## src/u8sd_pkg.sv

```systemverilog
// ----------------------------------------------------------------------------
// u8sd_pkg
// Shared types and constants of the UTF-8 stream decoder.
// ----------------------------------------------------------------------------
`default_nettype none

package u8sd_pkg;

	localparam int unsigned BYTE_W = 8;
	localparam int unsigned CP_W   = 21;
	localparam int unsigned MAX_RES = 4;
	localparam int unsigned CNT_W  = 3;

	localparam logic [CP_W-1:0] REPL_CP = 21'h00FFFD;

	localparam logic [BYTE_W-1:0] CONT_MASK  = 8'hC0;
	localparam logic [BYTE_W-1:0] CONT_CODE  = 8'h80;
	localparam logic [BYTE_W-1:0] LEAD2_MASK = 8'hE0;
	localparam logic [BYTE_W-1:0] LEAD2_CODE = 8'hC0;
	localparam logic [BYTE_W-1:0] LEAD3_MASK = 8'hF0;
	localparam logic [BYTE_W-1:0] LEAD3_CODE = 8'hE0;
	localparam logic [BYTE_W-1:0] LEAD4_MASK = 8'hF8;
	localparam logic [BYTE_W-1:0] LEAD4_CODE = 8'hF0;
	localparam logic [BYTE_W-1:0] PAYLOAD_MASK = 8'h3F;

	typedef struct packed {
		logic [CP_W-1:0] cp;
		logic            rep;
	} result_t;

	typedef struct packed {
		logic [CNT_W-1:0]         cnt;
		result_t [MAX_RES-1:0]    res;
	} result_list_t;

endpackage

`default_nettype wire

```

## src/u8sd_decode.sv

```systemverilog
// ----------------------------------------------------------------------------
// u8sd_decode
// Sequence state and per-byte decode into a list of up to four results.
// ----------------------------------------------------------------------------
`default_nettype none

module u8sd_decode import u8sd_pkg::*; (
	input  wire logic              clk,
	input  wire logic              arst_n,
	input  wire logic              fire,
	input  wire logic [BYTE_W-1:0] byte_s1,
	input  wire logic              eos_s1,
	output result_list_t           list
);

	typedef enum logic [2:0] {
		LEAD_ASCII,
		LEAD_TWO,
		LEAD_THREE,
		LEAD_FOUR,
		LEAD_BAD
	} lead_t;

	logic [CP_W-1:0] acc_q, acc_n;
	logic [1:0]      pend_q, pend_n;
	logic [1:0]      good_q, good_n;

	lead_t kind;

	always_comb begin
		if (!byte_s1[BYTE_W-1])
			kind = LEAD_ASCII;
		else if ((byte_s1 & LEAD2_MASK) == LEAD2_CODE)
			kind = LEAD_TWO;
		else if ((byte_s1 & LEAD3_MASK) == LEAD3_CODE)
			kind = LEAD_THREE;
		else if ((byte_s1 & LEAD4_MASK) == LEAD4_CODE)
			kind = LEAD_FOUR;
		else
			kind = LEAD_BAD;
	end

	always_comb begin
		logic            is_cont;
		logic [CNT_W-1:0] reps;
		logic [CNT_W-1:0] n;
		is_cont = (byte_s1 & CONT_MASK) == CONT_CODE;
		acc_n  = acc_q;
		pend_n = pend_q;
		good_n = good_q;
		n      = '0;
		reps   = '0;
		for (int k = 0; k < MAX_RES; k++) begin
			list.res[k].cp  = REPL_CP;
			list.res[k].rep = 1'b1;
		end

		if (pend_q != 2'd0 && is_cont) begin
			// extend the open sequence by six bits
			acc_n  = {acc_q[CP_W-7:0], byte_s1[5:0]};
			pend_n = pend_q - 2'd1;
			good_n = good_q + 2'd1;
			if (pend_n == 2'd0) begin
				list.res[0].cp  = acc_n;
				list.res[0].rep = 1'b0;
				n      = 3'd1;
				good_n = 2'd0;
			end
		end else begin
			// broken sequence: one replacement for the lead and each good continuation
			if (pend_q != 2'd0)
				reps = (good_q == 2'd3) ? 3'd3 : 3'd1 + {1'b0, good_q};
			else
				reps = 3'd0;
			n      = reps;
			pend_n = 2'd0;
			good_n = 2'd0;
			unique case (kind)
				LEAD_ASCII: begin
					list.res[reps[1:0]].cp  = {{(CP_W-BYTE_W){1'b0}}, byte_s1};
					list.res[reps[1:0]].rep = 1'b0;
					n = reps + 3'd1;
				end
				LEAD_TWO: begin
					acc_n  = {{(CP_W-5){1'b0}}, byte_s1[4:0]};
					pend_n = 2'd1;
				end
				LEAD_THREE: begin
					acc_n  = {{(CP_W-4){1'b0}}, byte_s1[3:0]};
					pend_n = 2'd2;
				end
				LEAD_FOUR: begin
					acc_n  = {{(CP_W-3){1'b0}}, byte_s1[2:0]};
					pend_n = 2'd3;
				end
				default: begin
					n = reps + 3'd1;
				end
			endcase
		end

		// close a sequence left open at end of stream
		if (eos_s1 && pend_n != 2'd0) begin
			n      = n + 3'd1;
			pend_n = 2'd0;
			good_n = 2'd0;
			acc_n  = '0;
		end
		list.cnt = n;
	end

	always_ff @(posedge clk or negedge arst_n) begin
		if (!arst_n) begin
			acc_q  <= '0;
			pend_q <= '0;
			good_q <= '0;
		end else if (fire) begin
			acc_q  <= acc_n;
			pend_q <= pend_n;
			good_q <= good_n;
		end
	end

	a_eos_idle: assert property (@(posedge clk) disable iff (!arst_n)
		(fire && eos_s1) |=> (pend_q == 2'd0))
		else $error("sequence still open after end of stream");

	a_good_bound: assert property (@(posedge clk) disable iff (!arst_n)
		(good_q != 2'd3) && (pend_q != 2'd0 || good_q == 2'd0))
		else $error("continuation count out of step with pending count");

	a_list_bound: assert property (@(posedge clk) disable iff (!arst_n)
		fire |-> (list.cnt <= CNT_W'(MAX_RES)))
		else $error("more results than the buffer holds");

endmodule

`default_nettype wire

```

## src/u8sd_result_buf.sv

```systemverilog
// ----------------------------------------------------------------------------
// u8sd_result_buf
// Registered result list, drained one result per output request.
// ----------------------------------------------------------------------------
`default_nettype none

module u8sd_result_buf import u8sd_pkg::*; (
	input  wire logic            clk,
	input  wire logic            arst_n,
	input  wire logic            load_req,
	input  wire result_list_t    list,
	output logic                 can_load,
	output logic                 out_valid,
	input  wire logic            out_stall,
	output logic [CP_W-1:0]      code_point,
	output logic                 replaced,
	output logic                 run_last
);

	result_t [MAX_RES-1:0] ent_q;
	logic [CNT_W-1:0]      cnt_q;
	logic                  take;
	logic                  load;

	assign take     = (cnt_q != '0) && !out_stall;
	assign can_load = (cnt_q == '0) || (cnt_q == 3'd1 && take);
	assign load     = load_req && can_load;

	always_ff @(posedge clk or negedge arst_n) begin
		if (!arst_n) begin
			cnt_q <= '0;
		end else if (load) begin
			cnt_q <= list.cnt;
		end else if (take) begin
			cnt_q <= cnt_q - 3'd1;
		end
	end

	always_ff @(posedge clk) begin
		if (load) begin
			ent_q <= list.res;
		end else if (take) begin
			// advance the list toward the head
			for (int k = 0; k < MAX_RES - 1; k++)
				ent_q[k] <= ent_q[k+1];
		end
	end

	assign out_valid  = cnt_q != '0;
	assign code_point = ent_q[0].cp;
	assign replaced   = ent_q[0].rep;
	assign run_last   = cnt_q == 3'd1;

	a_cnt_bound: assert property (@(posedge clk) disable iff (!arst_n)
		cnt_q <= CNT_W'(MAX_RES))
		else $error("result count overflow");

	a_drain: assert property (@(posedge clk) disable iff (!arst_n)
		(take && cnt_q > 3'd1) |=> (cnt_q == $past(cnt_q) - 3'd1))
		else $error("result lost or repeated while draining");

	a_no_overwrite: assert property (@(posedge clk) disable iff (!arst_n)
		(cnt_q > 3'd1) |-> !can_load)
		else $error("load while results still queued");

endmodule

`default_nettype wire

```

## src/utf8_stream_decoder.sv

```systemverilog
// ----------------------------------------------------------------------------
// utf8_stream_decoder
// Decodes a UTF-8 byte stream into 21-bit code points with replacement marks.
// ----------------------------------------------------------------------------
//   channel | direction | handshake             | payload
//   input   | in        | in_valid / in_stall   | in_byte[7:0], end_of_stream
//   output  | out       | out_valid / out_stall | code_point[20:0], replaced, run_last
//
// A byte enters an input register, is decoded combinationally and its results
// (zero to four) are loaded into the result register.
// Results leave one per cycle while out_stall is low; a byte with one result
// sustains one byte per cycle, a byte with more results holds the input until all but its last result have left.
// A byte with no result loads an empty list into the result register.
// Reset clears the sequence state and both registers' valid flags.
// out_stall backs up into in_stall only when the result register cannot take
// the waiting byte's list.
// ----------------------------------------------------------------------------
`default_nettype none

module utf8_stream_decoder import u8sd_pkg::*; (
	input  wire logic              clk,
	input  wire logic              arst_n,
	input  wire logic              in_valid,
	output logic                   in_stall,
	input  wire logic [BYTE_W-1:0] in_byte,
	input  wire logic              end_of_stream,
	output logic                   out_valid,
	input  wire logic              out_stall,
	output logic [CP_W-1:0]        code_point,
	output logic                   replaced,
	output logic                   run_last
);

	logic              valid_s1;
	logic [BYTE_W-1:0] byte_s1;
	logic              eos_s1;
	logic              can_load;
	logic              fire;
	logic              accept;
	result_list_t      list;

	assign fire     = valid_s1 && can_load;
	assign in_stall = valid_s1 && !can_load;
	assign accept   = in_valid && !in_stall;

	always_ff @(posedge clk or negedge arst_n) begin
		if (!arst_n) begin
			valid_s1 <= 1'b0;
		end else if (accept) begin
			valid_s1 <= 1'b1;
		end else if (fire) begin
			valid_s1 <= 1'b0;
		end
	end

	always_ff @(posedge clk) begin
		if (accept) begin
			byte_s1 <= in_byte;
			eos_s1  <= end_of_stream;
		end
	end

	u8sd_decode u_decode (
		.clk     (clk),
		.arst_n  (arst_n),
		.fire    (fire),
		.byte_s1 (byte_s1),
		.eos_s1  (eos_s1),
		.list    (list)
	);

	u8sd_result_buf u_buf (
		.clk        (clk),
		.arst_n     (arst_n),
		.load_req   (valid_s1),
		.list       (list),
		.can_load   (can_load),
		.out_valid  (out_valid),
		.out_stall  (out_stall),
		.code_point (code_point),
		.replaced   (replaced),
		.run_last   (run_last)
	);

endmodule

`default_nettype wire
```

## config.mk

```make
export PLATFORM = sky130hd
export DESIGN_NAME = utf8_stream_decoder
export DESIGN_NICKNAME = d
export VERILOG_FILES = /design/src/u8sd_pkg.sv /design/src/u8sd_decode.sv /design/src/u8sd_result_buf.sv /design/src/utf8_stream_decoder.sv
export SDC_FILE = /design/constraint.sdc
export NUM_CORES = 1
export LEC_CHECK = 0
export ABC_AREA = 1
export BUFFER_PORTS_ARGS = -buffer_cell sky130_fd_sc_hd__buf_2
export CAP_MARGIN = 25
export CORE_UTILIZATION = 42
export DETAILED_ROUTE_END_ITERATION = 10
export HOLD_SLACK_MARGIN = 0.12
export SLEW_MARGIN = 10
export SYNTH_ARGS = -nofsm -noshare
export SYNTH_HDL_FRONTEND = slang
export SYNTH_HIERARCHICAL = 1
export SYNTH_SLANG_ARGS = --single-unit
export TNS_END_PERCENT = 100
```

## constraint.sdc

```tcl
create_clock -name clk -period 3.45 [get_ports clk]
set_clock_uncertainty 0.2 [all_clocks]
set_input_delay 0.69 -clock clk [delete_from_list [all_inputs] [get_ports clk]]
set_output_delay 0.69 -clock clk [all_outputs]
set_load 0.01 [all_outputs]
```

# --- Yosys cells after proc, flatten, opt, wreduce, memory -nomap -nowiden ---
# Index checks and enable logic that the tools add are counted.
totals:
  wordCells: 95
  reg_bits: 120
  inputBits: 13
op_classes:
  magnitude_cmp: 2
  bitwise_logic: 4
  add_sub_neg: 6
  n_reduce_logical: 24
  muxes: 35
  n_eq_ne: 9
op_table:
  columns: ["operator", "n"]
  rows:
  - ["$mux 66", 3]
  - ["$bwmux 88", 1]
  - ["$demux 22 s2", 2]
  - ["$mux 22", 3]
  - ["$not 64->64", 1]
  - ["$or 56x64->64", 1]
  - ["$pmux 15 s3", 1]
  - ["$mux 44", 1]
  - ["$mux 3", 12]
  - ["$mux 15", 2]
  - ["$and 19x24->24", 1]
  - ["$mux 2", 5]
  - ["$logic_and 1x1->1", 8]
  - ["$reduce_bool 2->1", 4]
  - ["$add 3x1->3 const B", 2]
  - ["$eq 3x1->1 const B", 2]
  - ["$eq 3x2->1 const B", 2]
  - ["$logic_not 3->1", 2]
  - ["$pmux 2 s3", 1]
  - ["$eq 5x5->1 const B", 1]
  - ["$reduce_bool 5->1", 1]
  - ["$eq 2x2->1 const B", 2]
  - ["$eq 4x4->1 const B", 1]
  - ["$mux 1", 4]
  - ["15 further kinds", 17]

# --- Logic depth before layout (Yosys ltp) ---
# Gate-level depths: netlist of the first run.
depth:
  ltp_word: 14
  depth_mapped: 16

# --- Hierarchy ---
# Netlist of the first run, hierarchy kept.
modules_own_cells:
  columns: ["module", "cells_each", "instances", "area_per_inst_um2"]
  rows:
  - ["u8sd_result_buf", 365, 1, 3922.5]
  - ["u8sd_decode", 274, 1, 1784.2]
  - ["utf8_stream_decoder", 18, 1, 335.3]

# --- Worst setup path before layout of the first run ---
# OpenSTA, ideal clock, no wires.
synth_path:
  path_type: "input to register"
  from: "input port out_stall"
  to: "register u_buf.ent_q, in the netlist u_buf/code_point[0] (enable)"
  t_arrival_ps: 2637
  stages: 6
  required_time_ps: 2824
  slack_ps: 188
  path_cell_list: "inv_1 nand3_2 nand2_4 nand2_4 buf_2 nand2_1"
synth_between:
  elab_chain_cells: 6
synth_rtl:
  columns: ["element", "line", "text"]
  rows:
  - ["start, declared", "utf8_stream_decoder.sv:28", "input wire logic out_stall,"]
  - ["$logic_not 1->1", "u8sd_result_buf.sv:25", "assign take = (cnt_q != '0) && !out_stall;"]
  - ["$logic_and 1x1->1", "u8sd_result_buf.sv:25", null]
  - ["$logic_and 1x1->1", "u8sd_result_buf.sv:26", "assign can_load = (cnt_q == '0) || (cnt_q == 3'd1 && take);"]
  - ["$logic_or 1x1->1", "u8sd_result_buf.sv:26", null]
  - ["via can_load", "utf8_stream_decoder.sv:37", "logic can_load;"]
  - ["$logic_and 1x1->1", "u8sd_result_buf.sv:27", "assign load = load_req && can_load;"]
  - ["$reduce_bool 2->1 (no line)", null, null]
  - ["end signal, assigned", "u8sd_result_buf.sv:41", "ent_q <= list.res;"]
  - ["end signal, assigned by index", "u8sd_result_buf.sv:45", "ent_q[k] <= ent_q[k+1];"]
  - ["end, declared", "u8sd_result_buf.sv:20", "result_t [MAX_RES-1:0] ent_q;"]
# The timed path passes the listed nets, and every way through them passes these cells.
# A chain may end at the register's enable or synchronous reset.

==> impl_metrics.csv, run 1 <==
group,metric,value,unit
status,status,"finished, final reports clean",
setup_path,critPathCaptureType,"flip-flop",
drt,totalWireLength,10280,um
min_path,hp-class,"in2reg",
clock_network,cts_tree,"done",
floorplan,die-width,121.9,um
setup_path,cp-start-kind,"flip-flop",
global_route,grt_overflow_total,0,
drt,drt-pass1-iter-count,4,
logic_synthesis,synthAdderAreaFrac,0.02485,
clock_network,htreeDepth,4,
drt,drc,0,
finish,final_cell_mix,"nand2_1, edfxtp_1, inv_1",
logic_synthesis,synth_cell_type_count,28,
setup_path,worstPathArrival,2510,ps
drt,first_iter_violations,329,
logic_synthesis,yosys.area_share.simple,0.2526,
sta,setup_slack,877.1,ps
clock_network,clock_latency,400,ps
floorplan,core,13930,sq um
drt,highest_layer,"met4",
sta,hold_violations,0,
global_route,grt_max_degree,72,
power_and_ir_drop,switching_share,0.3699,
clock_network,clock_path_buffers,2,
power_and_ir_drop,peakVddDrop,447.4,uV
drt,met3_length,387,um
drt,via_per_inst,4.514,
finish,final_common_cell,"nand2_1",
global_route,grt_pass1_wl,17930,um
logic_synthesis,syn_area,6042,sq um
floorplan,start_util,0.4336,
power_and_ir_drop,power_frac_comb,0.372,
global_route,antenna_found_initial,0,
floorplan,dieArea,14870,sq um
clock_network,clockRootBuffer,"clkbuf_16",
power_and_ir_drop,p_int,0.004161,W
logic_synthesis,synth.avg_cell_area,9.196,sq um
logic_synthesis,yosysTopAreaCellShare,0.4821,
global_route,grt_pass1_vias,3772,
sta,fin_crit,2573,ps
placed_design,portBuffers,37,
clock_network,cts.sinks,120,
setup_path,crit_chain,"inv_1, ha_1, nor2_1, inv_1, ha_1, nand2_1, nand2_1, inv_1, nor2_1, nand2_1, nand2_1",
floorplan,num_rows,43,
placed_design,pre_cts_slack,903.9,ps
sta,fmax,388.7,MHz
setup_path,crit_fanout,16,
power_and_ir_drop,p_leak,2.942,nW
finish,fin_nets,675,
drt,routed-wl-met2,4852,um
logic_synthesis,yosysWarningCount,6,
sta,rsz0062_at_grt,"false",
setup_path,path_common_cell,"nand2_1",
sta,fin_setup_tns,0,ps
logic_synthesis,synth_top_area_cell,"edfxtp_1",
finish,drive_above_1_share,0.1342,
setup_path,required,3390,ps
sta,slew_violations,0,
clock_network,path_clk_slew,50,ps
drt,ant_nets,0,
floorplan,ioPinCount,38,
drt,vias,3805,
finish,syn_to_final_growth,7.351,%
placed_design,placed_cells,810,
sta,setup_violations,0,
sta,fin_crit_sh,0.7458,
flow_run,drv_cap,0,
logic_synthesis,synth_compound_area_frac,0.01470,
placed_design,gp_congestion,0.7797,
floorplan,die_h,121.9,um
clock_network,cts_made_buffers,17,
setup_path,crit_type,"reg2reg",
finish,antenna_cells,0,
logic_synthesis,ys_seq_area_frac,0.5773,
setup_path,slowest_delay,370,ps
clock_network,cts_resized,0,
drt,wirelength_met1,4882,um
logic_synthesis,yosys.area_share.xor_xnor,0,
sta,worst_slew_pin_slew,697.5,ps
global_route,grt.total_usage,0.1567,
logic_synthesis,synth.area.top_cells,"edfxtp_1, nand2_1, dfrtp_1",
power_and_ir_drop,pwr-share-seq,0.400,
logic_synthesis,synth_top_family_by_area,"simple AND/OR/NAND/NOR gates",
sta,max_slew_margin,0.5350,
power_and_ir_drop,pwr-share-clk,0.228,
logic_synthesis,synth_mux_area_frac,0,
setup_path,cpMaxStageDelayCell,"dfrtp_1",
power_and_ir_drop,p_sw,0.002442,W
placed_design,dp_hpwl,6900,um
logic_synthesis,synth.ff_latch_count,120,
power_and_ir_drop,powerDensity,1018,nW/um^2
logic_synthesis,synthCells,657,
drt,wl_per_cell,12.20,um
finish,final_cells,843,
==> per-stage QoR <==
step	hold WS, ps	total power, W	utilization	area, sq um
after floorplan	194.4	0.004774	-	6095
after global placement	264.1	0.005096	0.4283	5968
after detailed placement	265.8	0.005159	0.4283	5968
after CTS	241.7	0.006690	0.4655	6486
after global routing	243.3	0.007176	0.4655	6486
final	259.5	0.006603	0.4655	6486
==> critical path: cells and delay by family (launching register included) <==
family	cells	cell delay [ps]
DFF	1	370
buffers and inverters	3	370
adders and majority gates	2	500
and+or+nand+nor	6	870
==> Yosys cell counts <==
cell and n:
nand3_2 1, or2_2 1, a21oi_2 2, edfxtp_1 97, inv_4 1, nand2_1 310
nand3_1 29, nor2_2 2, buf_6 6, nor3_1 2, nand2_4 4, dfrtp_1 23
o22ai_1 2, ha_1 12, o21ai_0 9, inv_1 40, conb_1 1, clkinv_1 1
inv_2 6, o21ai_2 1, buf_4 60, nand2_2 2, clkbuf_1 1, a21oi_1 1
nor2_4 1, buf_2 16, nor2_1 25, nor3_4 1
==> registers in the layout (all words and copies together) (netlist names), 2 cells and up <==
| register | cells |
|---|---|
| byte_s1 | 8 |
| u_buf/ent_q | 66 |
| u_buf/code_point | 21 |
| u_buf/cnt_q | 3 |
| u_decode/pend_q | 2 |
| u_decode/acc_q | 15 |
| u_decode/good_q | 2 |
==> power by group through the flow <==
stage          Sequential, W  Combinational [W]  Clock (W)
5_1_grt              0.00270            0.00287    0.00161
6_report             0.00264            0.00246    0.00150
3_3_place_gp         0.00266            0.00243          0
3_5_place_dp         0.00268            0.00248          0
2_1_floorplan        0.00265            0.00212          0
4_1_cts              0.00265            0.00250    0.00154
==> worst paths after layout <==
| check | start | to | slack, ps | cells after the start |
|---|---|---|---|---|
| max reg2reg | u_decode/pend_q[0] | u_buf/code_point[1] | 880 | 11 |
| min in group asynchronous | arst_n | valid_s1 | 600 | 2 |
| max in group asynchronous | arst_n | u_decode/acc_q[14] | 2080 | 2 |
| min reg2reg | u_decode/acc_q[9] | u_decode/acc_q[9] | 280 | 2 |
| min | in_byte[2] | byte_s1[2] | 260 | 1 |
| max | u_decode/pend_q[0] | u_buf/code_point[1] | 880 | 11 |
==> per-layer routing <==
layer / vias up / GRT usage
met5: - / 0
met4: 0 / 0.06559
met3: 16 / 0.03699
li1: 1991 / -
met2: 80 / 0.2549
met1: 1718 / 0.1996
==> logic make-up (layout without fill, tap and decap cells) <==
family | count (synthesis) | in the layout
compound gates | 15 | 15
flops | 120 | 120
simple gates | 378 | 378
buf+inv | 131 | 123
fa+ha+maj | 12 | 12
other cells | 1 | 15
==> cell type report <==
type	count	area, sq um
clock buffers	27	483.0
clock inverters	5	25.02
fillers	1311	7448
inverters	48	182.7
multi-input cells	420	1824
flip-flops and latches	120	3488
well taps	180	225.2
repair buffers	43	257.7
==> repair_timing <==
item,4_1_cts,5_1_grt
hold endpoints to repair,23,0
buffers inserted,0,0
hold buffers,1,0
Power figures use the tool's default switching activity.
==> run 2: changes to the inputs <==
==> constraint.sdc (replaced) <==
create_clock -name clk -period 2.39 [get_ports clk]
set_clock_uncertainty 0.2 [all_clocks]
set_input_delay 0.478 -clock clk [delete_from_list [all_inputs] [get_ports clk]]
set_output_delay 0.478 -clock clk [all_outputs]
set_load 0.01 [all_outputs]
==> run 2 against run 1 <==
  * Non-clock buffer count rose by 21
  * Routed wire length rose by 7.1%
  * First-iteration DRC count rose by 26%
  * Power rose by 53%
  * Register-to-register slack got worse by 720 ps
==> impl_metrics.csv, run 2 (synthesis gave the netlist of run 1 again) <==
group,metric,value,unit
setup_path,cp-start-kind,"flip-flop",
placed_design,pre_cts_slack,106.7,ps
drt,drt-pass1-iter-count,4,
setup_path,worst_r2r_endpoint,"u_buf/cnt_q[1]",
power_and_ir_drop,powerDensity,1489,nW/um^2
finish,multiInputGateArea,1838,sq um
global_route,grt.total_usage,0.1647,
drt,drc,0,
setup_path,rrSetupSlack,160,ps
clock_network,path_clk_slew,50,ps
finish,ff_latch_area,3488,sq um
flow_run,drv_cap,0,
sta,slew_violations,0,
finish,final_cells,864,
finish,largest_reg_flops,66,
floorplan,ioPinCount,38,
setup_path,crit_fanout,4,
sta,fin_crit,2231,ps
min_path,hp-class,"reg2reg",
drt,totalWireLength,11010,um
floorplan,die_h,121.9,um
global_route,grt_overflow_total,0,
clock_network,htreeDepth,4,
status,status,"finished, final reports clean",
sta,fin_crit_sh,0.9336,
placed_design,dp_hpwl,7065,um
placed_design,placed_cells,821,
finish,final_common_cell,"nand2_1",
setup_path,r2r_start,"u_decode/good_q[0]",
setup_path,worstPathArrival,2330,ps
floorplan,num_rows,43,
sta,fin_setup_tns,0,ps
clock_network,cts_tree,"done",
drt,wl_per_cell,12.75,um
clock_network,clock_latency,410,ps
setup_path,critPathCaptureType,"flip-flop",
global_route,grt_max_degree,69,
finish,antenna_cells,0,
finish,syn_to_final_growth,12.32,%
clock_network,clockRootBuffer,"clkbuf_16",
finish,drive_above_1_share,0.1564,
drt,ant_nets,0,
floorplan,start_util,0.4336,
sta,setup_violations,0,
sta,worst_slew_pin_slew,572.8,ps
setup_path,crit_type,"reg2reg",
setup_path,crit_end,"u_buf/cnt_q[1]",
drt,first_iter_violations,414,
power_and_ir_drop,peakVddDrop,550.8,uV
global_route,grt_pass1_wl,18580,um
sta,setup_slack,158.6,ps
drt,via_per_inst,4.593,
placed_design,gp_congestion,0.8219,
global_route,antenna_found_initial,0,
clock_network,clock_path_buffers,2,
floorplan,dieArea,14870,sq um
clock_network,cts.sinks,120,
global_route,grt_pass1_vias,3843,
drt,vias,3968,
floorplan,core,13930,sq um
sta,hold_violations,0,
setup_path,worstSetupStartpoint,"u_decode/good_q[0]",
finish,max_flop_register,"u_buf/ent_q",
setup_path,rr_worst_depth,13,
sta,fmax,448.1,MHz
floorplan,die-width,121.9,um
power_and_ir_drop,p_leak,3.083,nW
sta,max_slew_margin,0.6181,
finish,fin_nets,696,
clock_network,cts_made_buffers,17,
clock_network,cts_setup_buffers,0,
setup_path,required,2490,ps
placed_design,portBuffers,37,
finish,fillCellCount,1290,
finish,final_cell_mix,"nand2_1, edfxtp_1, inv_1",
-- run 2: layout make-up --
cell class,count,area share
Multi-Input combinational cell,420,0.2708
Tap cell,180,0.03319
Sequential cell,120,0.5140
Inverter,48,0.02692
Timing Repair Buffer,64,0.06858
Clock buffer,24,0.07246
Clock inverter,8,0.01401
-- run 2: how the worst min path moves through the flow --
stage / startpoint / endpoint / slack, ps / cells past startpoint
floorplan: arst_n / u_buf/cnt_q[0] / -20 / 0
global placement: u_decode/acc_q[0] / u_decode/acc_q[0] / 260 / 2
detailed placement: u_decode/acc_q[0] / u_decode/acc_q[0] / 260 / 2
CTS: u_decode/acc_q[0] / u_decode/acc_q[0] / 280 / 2
global route: u_decode/acc_q[2] / u_decode/acc_q[2] / 300 / 2
finish: u_decode/acc_q[0] / u_decode/acc_q[0] / 280 / 2
-- run 2: through the flow --
| step | total power [W] | area (sq um) | utilization | hold WS (ps) |
|---|---|---|---|---|
| 2_1_floorplan | 0.006874 | 6102 | - | -17.59 |
| 3_5_place_dp | 0.007648 | 6081 | 0.4364 | 264.9 |
| 4_1_cts | 0.01020 | 6778 | 0.4864 | 278.4 |
| 6_report | 0.01011 | 6787 | 0.4870 | 279.7 |
| 5_1_grt | 0.01091 | 6787 | 0.4870 | 296.2 |
| 3_3_place_gp | 0.007548 | 6081 | 0.4364 | 262.2 |
-- run 2: power breakdown --
part | internal, W | switching, W | total (W) | leakage [nW]
registers | 0.00354 | 0.000293 | 0.00383 | 1.16
clock network | 0.00164 | 0.000855 | 0.00249 | 0.288
logic | 0.00126 | 0.00253 | 0.00379 | 1.64
-- run 2: critical path, cell delays in order, from the launching register on --
cell and delay (ps):
dfrtp_1 400, inv_1 70, ha_1 210, nor2_1 140
buf_4 140, ha_1 230, a21oi_2 150, ha_1 240
nand2_1 60, nand2_1 40, inv_1 40, nand3_1 70
nand2_1 80, nand2_1 40
-- run 2: repair_timing --
action,in CTS,in global routing
setup endpoints to repair,0,1
resized for setup,0,3
hold buffers,11,0
hold endpoints to repair,33,0
-- run 2: per-layer routing --
metal / vias to the layer above / global-route usage / routed length [um]
met1: 1847 / 0.2016 / 4955
met5: - / 0 / 0
met3: 14 / 0.03933 / 441
met4: 0 / 0.06944 / 148
met2: 83 / 0.2768 / 5468
li1: 2024 / - / -
